**src/hdl/dti_pkg.sv**
```systemverilog
// Shared types and constants of the decision tree inference unit.
`timescale 1ns / 1ps
package dti_pkg;

  localparam int OP_W    = 2;
  localparam int IDX_W   = 10;
  localparam int FEAT_W  = 6;
  localparam int VAL_W   = 32;
  localparam int CLS_W   = 8;
  localparam int LIMIT_W = 7;

  localparam logic [LIMIT_W-1:0] LIMIT_RESET = 7'd32;

  typedef enum logic [OP_W-1:0] {
    OP_NODE_WR  = 2'd0,
    OP_FEAT_WR  = 2'd1,
    OP_CLASSIFY = 2'd2
  } op_t;

  typedef enum logic [1:0] {
    ST_IDLE,
    ST_NODE,
    ST_FEAT,
    ST_DONE
  } state_t;

  // Node entry without its class; the class width is a top-level parameter.
  typedef struct packed {
    logic              leaf;
    logic [FEAT_W-1:0] feature;
    logic [VAL_W-1:0]  threshold;
    logic [IDX_W-1:0]  left;
    logic [IDX_W-1:0]  right;
  } node_split_t;

endpackage

```
**src/hdl/dti_step_unit.sv**
```systemverilog
// Shared split unit: signed feature/threshold compare and child select.
`timescale 1ns / 1ps
module dti_step_unit
  import dti_pkg::*;
(
  input  logic [VAL_W-1:0] value,
  input  logic [VAL_W-1:0] threshold,
  input  logic [IDX_W-1:0] left,
  input  logic [IDX_W-1:0] right,
  output logic [IDX_W-1:0] child
);

  logic go_left;

  // strictly below goes left, equal or above goes right
  assign go_left = $signed(value) < $signed(threshold);
  assign child   = go_left ? left : right;

endmodule

```
**config.mk**
```make
export PLATFORM = sky130hd
export DESIGN_NAME = dti_step_unit
export DESIGN_NICKNAME = d
export VERILOG_FILES = /design/src/hdl/dti_pkg.sv /design/src/hdl/dti_step_unit.sv
export SDC_FILE = /design/constraint.sdc
export NUM_CORES = 1
export LEC_CHECK = 0
export BUFFER_PORTS_ARGS = -buffer_cell sky130_fd_sc_hd__buf_2
export CORE_UTILIZATION = 41
export DETAILED_ROUTE_END_ITERATION = 6
export PLACE_DENSITY = 0.95
export SLEW_MARGIN = 10
export SYNTH_ARGS = -nofsm -noshare
export SYNTH_HDL_FRONTEND = slang
export SYNTH_SLANG_ARGS = --single-unit
```
**constraint.sdc**
```tcl
create_clock -name vclk -period 6.15
set_input_delay 1.23 -clock vclk [all_inputs]
set_output_delay 1.23 -clock vclk [all_outputs]
set_load 0.03 [all_outputs]
```
==> impl_results.md <==
* Worst min-delay path class: in2out
* Critical path launch point type: primary input
* Crit-path slowest cell: o32ai_4
* Run status: complete, no violations
* Post-Route Setup TNS at 0 ns
* Fin. Hold Viols at 0
* Post-CTS Setup Bufs at 0
* Std-Cell Rows at 16
* First-pass GRT wire length at 4330 µm
* Die Area at 2440 µm²
* Initial antenna violation count at 0
* Port bufs at 94
* Max FO, Critical Path at 10
* Area after DPL at 1430 µm²
* Cell Area, Synth at approximately 920 µm²
* Largest stage delay on the critical path at roughly 0.54 ns
* Yosys top cell by area: ha_1
* Via Count at between 1,000 and 1,500
* Post-route ant nets at 0
* Count of final setup violators at 0
* Register Area at 0 µm²
* Area share of the largest cell type after synthesis at between 40% and 50%
* Cts hold-fix bufs at 0
* Crit path max-delay family: compound AO/OA/AOI/OAI gates
* Final core utilization at 69.9%
* Core area at 2040 µm²
* Drt drc at 0
* P&R area growth vs syn at 54.7%
* Post-synth top cells: 32 x inv_1, 31 x ha_1, 15 x a21oi_1, 10 x mux2_2, 9 x nand2_1
* IO Pins at 94
* Seq_cells at 0
* CP Data Required Time at 4.92 ns
* Clock buffer count at 0
* Syn avg cell area at between 7 and 8 µm²
* Yosys warning count at 0
* Power share of the combinational group at 100.0%
* Fill cells at about 170
* Pin count of the biggest net entering global routing at 11
* CP Data Arrival Time at roughly 3.5 ns
* Diode count at 0
* Fin crit period at 4.74 ns
* Vias/cell at between 4 and 5
* Post-DP HPWL at 2550 µm
* Drt pass-1 iters at 4
* Worst vdd ir at 0.0795 mV
* Cells along the critical path: buf_2 -> ha_1 -> nand4_1 -> nor4_2 -> a21oi_1 -> nand3_1 -> o32ai_4 -> mux2_2 -> buf_2
* Rel. slew slack at 65.5%
* Layout Cell Area excl Fill at around 1400 µm²
* Leakage at about 0.91 nW
* Total of max-cap violations at 0
* Die height at between 40 and 50 µm
* Post-layout nets at ~330
* Cells after synthesis at ~120
* Iteration-0 DRC Markers at 11
* Fraction of layout cells with a size suffix above 1 at between 40% and 50%
* Period utilization at between 70% and 80%
* Slew Viols, Final at 0
* Flop pwr share at 0%
* Worst-Margin Slew at approximately 0.52 ns
* Drt wl/cell at ~11 µm
* Vias in the first global route at 1,049
* Crit Path Class: in2out
* Final Wtd Congestion at ~0.72
* RSZ-0062 raised after global routing: no
* Clock network power share at 0%
* Pint at approximately 0.000055 W
* Crit. End Element: primary output
* Global route overflow at 0
* Max Freq at approximately 210 MHz
* Pwr dens at ~80 nW/µm²
* Most common cell in the netlist: inv_1
* Net switching power at between 0.00005 and 0.00006 W
* Switching Share at between 50% and 60%
* Total track usage at 21.8%
* Routed WL at approximately 2700 µm
* Buf+Inv Stages, Crit Path at 2
* Die Wd at about 49 µm
* Starting Density at 45.2%
* Critical Path Most Common Cell: buf_2
* Gates resized, CTS repair at 0
* Seq/Total Area, Yosys at 0%
* Post-Syn Nets at about 240
* Synth top area cells: ha_1 42%, inv_1 13%, mux2_2 12%
* Synth cell types at 20
-- per-layer routing --
layer	vias to the layer above	wire length [µm]	GRT usage [%]
met5	-	0	0
met4	0	38	2.86
met3	4	204	2.49
met2	60	1360	42.2
met1	483	1110	25.8
li1	616	-	-
-- power groups by stage --
stage | clock (W) | combinational (W) | sequential (W)
floorplan | 0 | 0.0000673 | 0
global placement | 0 | 0.000107 | 0
detailed placement | 0 | 0.000111 | 0
CTS | 0 | 0.000112 | 0
global route | 0 | 0.000124 | 0
finish | 0 | 0.000112 | 0
-- cell type report --
type | instances | area (µm²) | area share, %
multi-input cells | 90 | 802 | 56.2
repair buffers | 94 | 470 | 33.0
inverters | 32 | 120 | 8.42
well taps | 27 | 33.8 | 2.37
-- tightest hold or removal path, cell delays in order --
cell	delay (ns)
buf_2	0.07
mux2_2	0.12
buf_2	0.19
-- cell families (layout without fill, tap and decap cells) --
logic type / Yosys count / in the layout / share of synthesized area, %
AO/OA/AOI/OAI: 26 / 26 / 18.6
multiplexers: 10 / 10 / 12.2
AND/OR/NAND/NOR: 23 / 23 / 14.1
buffers and inverters: 32 / 126 / 13.0
adder cells (fa/ha/maj): 31 / 31 / 42.1
-- metrics by stage --
stage	hold WS (ns)	instances	setup slack, ns	total power [W]
finish	2.84	243	1.41	0.000112
global route	2.85	243	1.27	0.000124
CTS	2.84	243	1.40	0.000112
detailed placement	2.84	243	1.41	0.000111
global placement	2.84	243	1.50	0.000107
floorplan	2.69	122	1.78	0.0000673
-- placed cells by master (no fill, tap or decap), drive strengths merged --
| cell | instances |
|---|---|
| or2b | 1 |
| a21oi | 15 |
| nor4b | 1 |
| mux2 | 10 |
| o21ai | 5 |
| a2bb2oi | 1 |
| nand4 | 4 |
| a2111o | 1 |
| and4 | 1 |
| buf | 94 |
| ha | 31 |
| a21o | 1 |
| o32ai | 1 |
| nand3 | 2 |
| nor2 | 3 |
| nand2 | 9 |
| inv | 32 |
| o21a | 1 |
| a221oi | 1 |
| nor4 | 1 |
| nand2b | 1 |
-- path summary, 6_finish.rpt --
path                   from  endpoint  slack, ns  depth (start not counted)
setup / recovery  value[31]  child[0]       1.41                          9
hold / removal     right[3]  child[3]       2.84                          3
(Power assumes the default switching activity.)
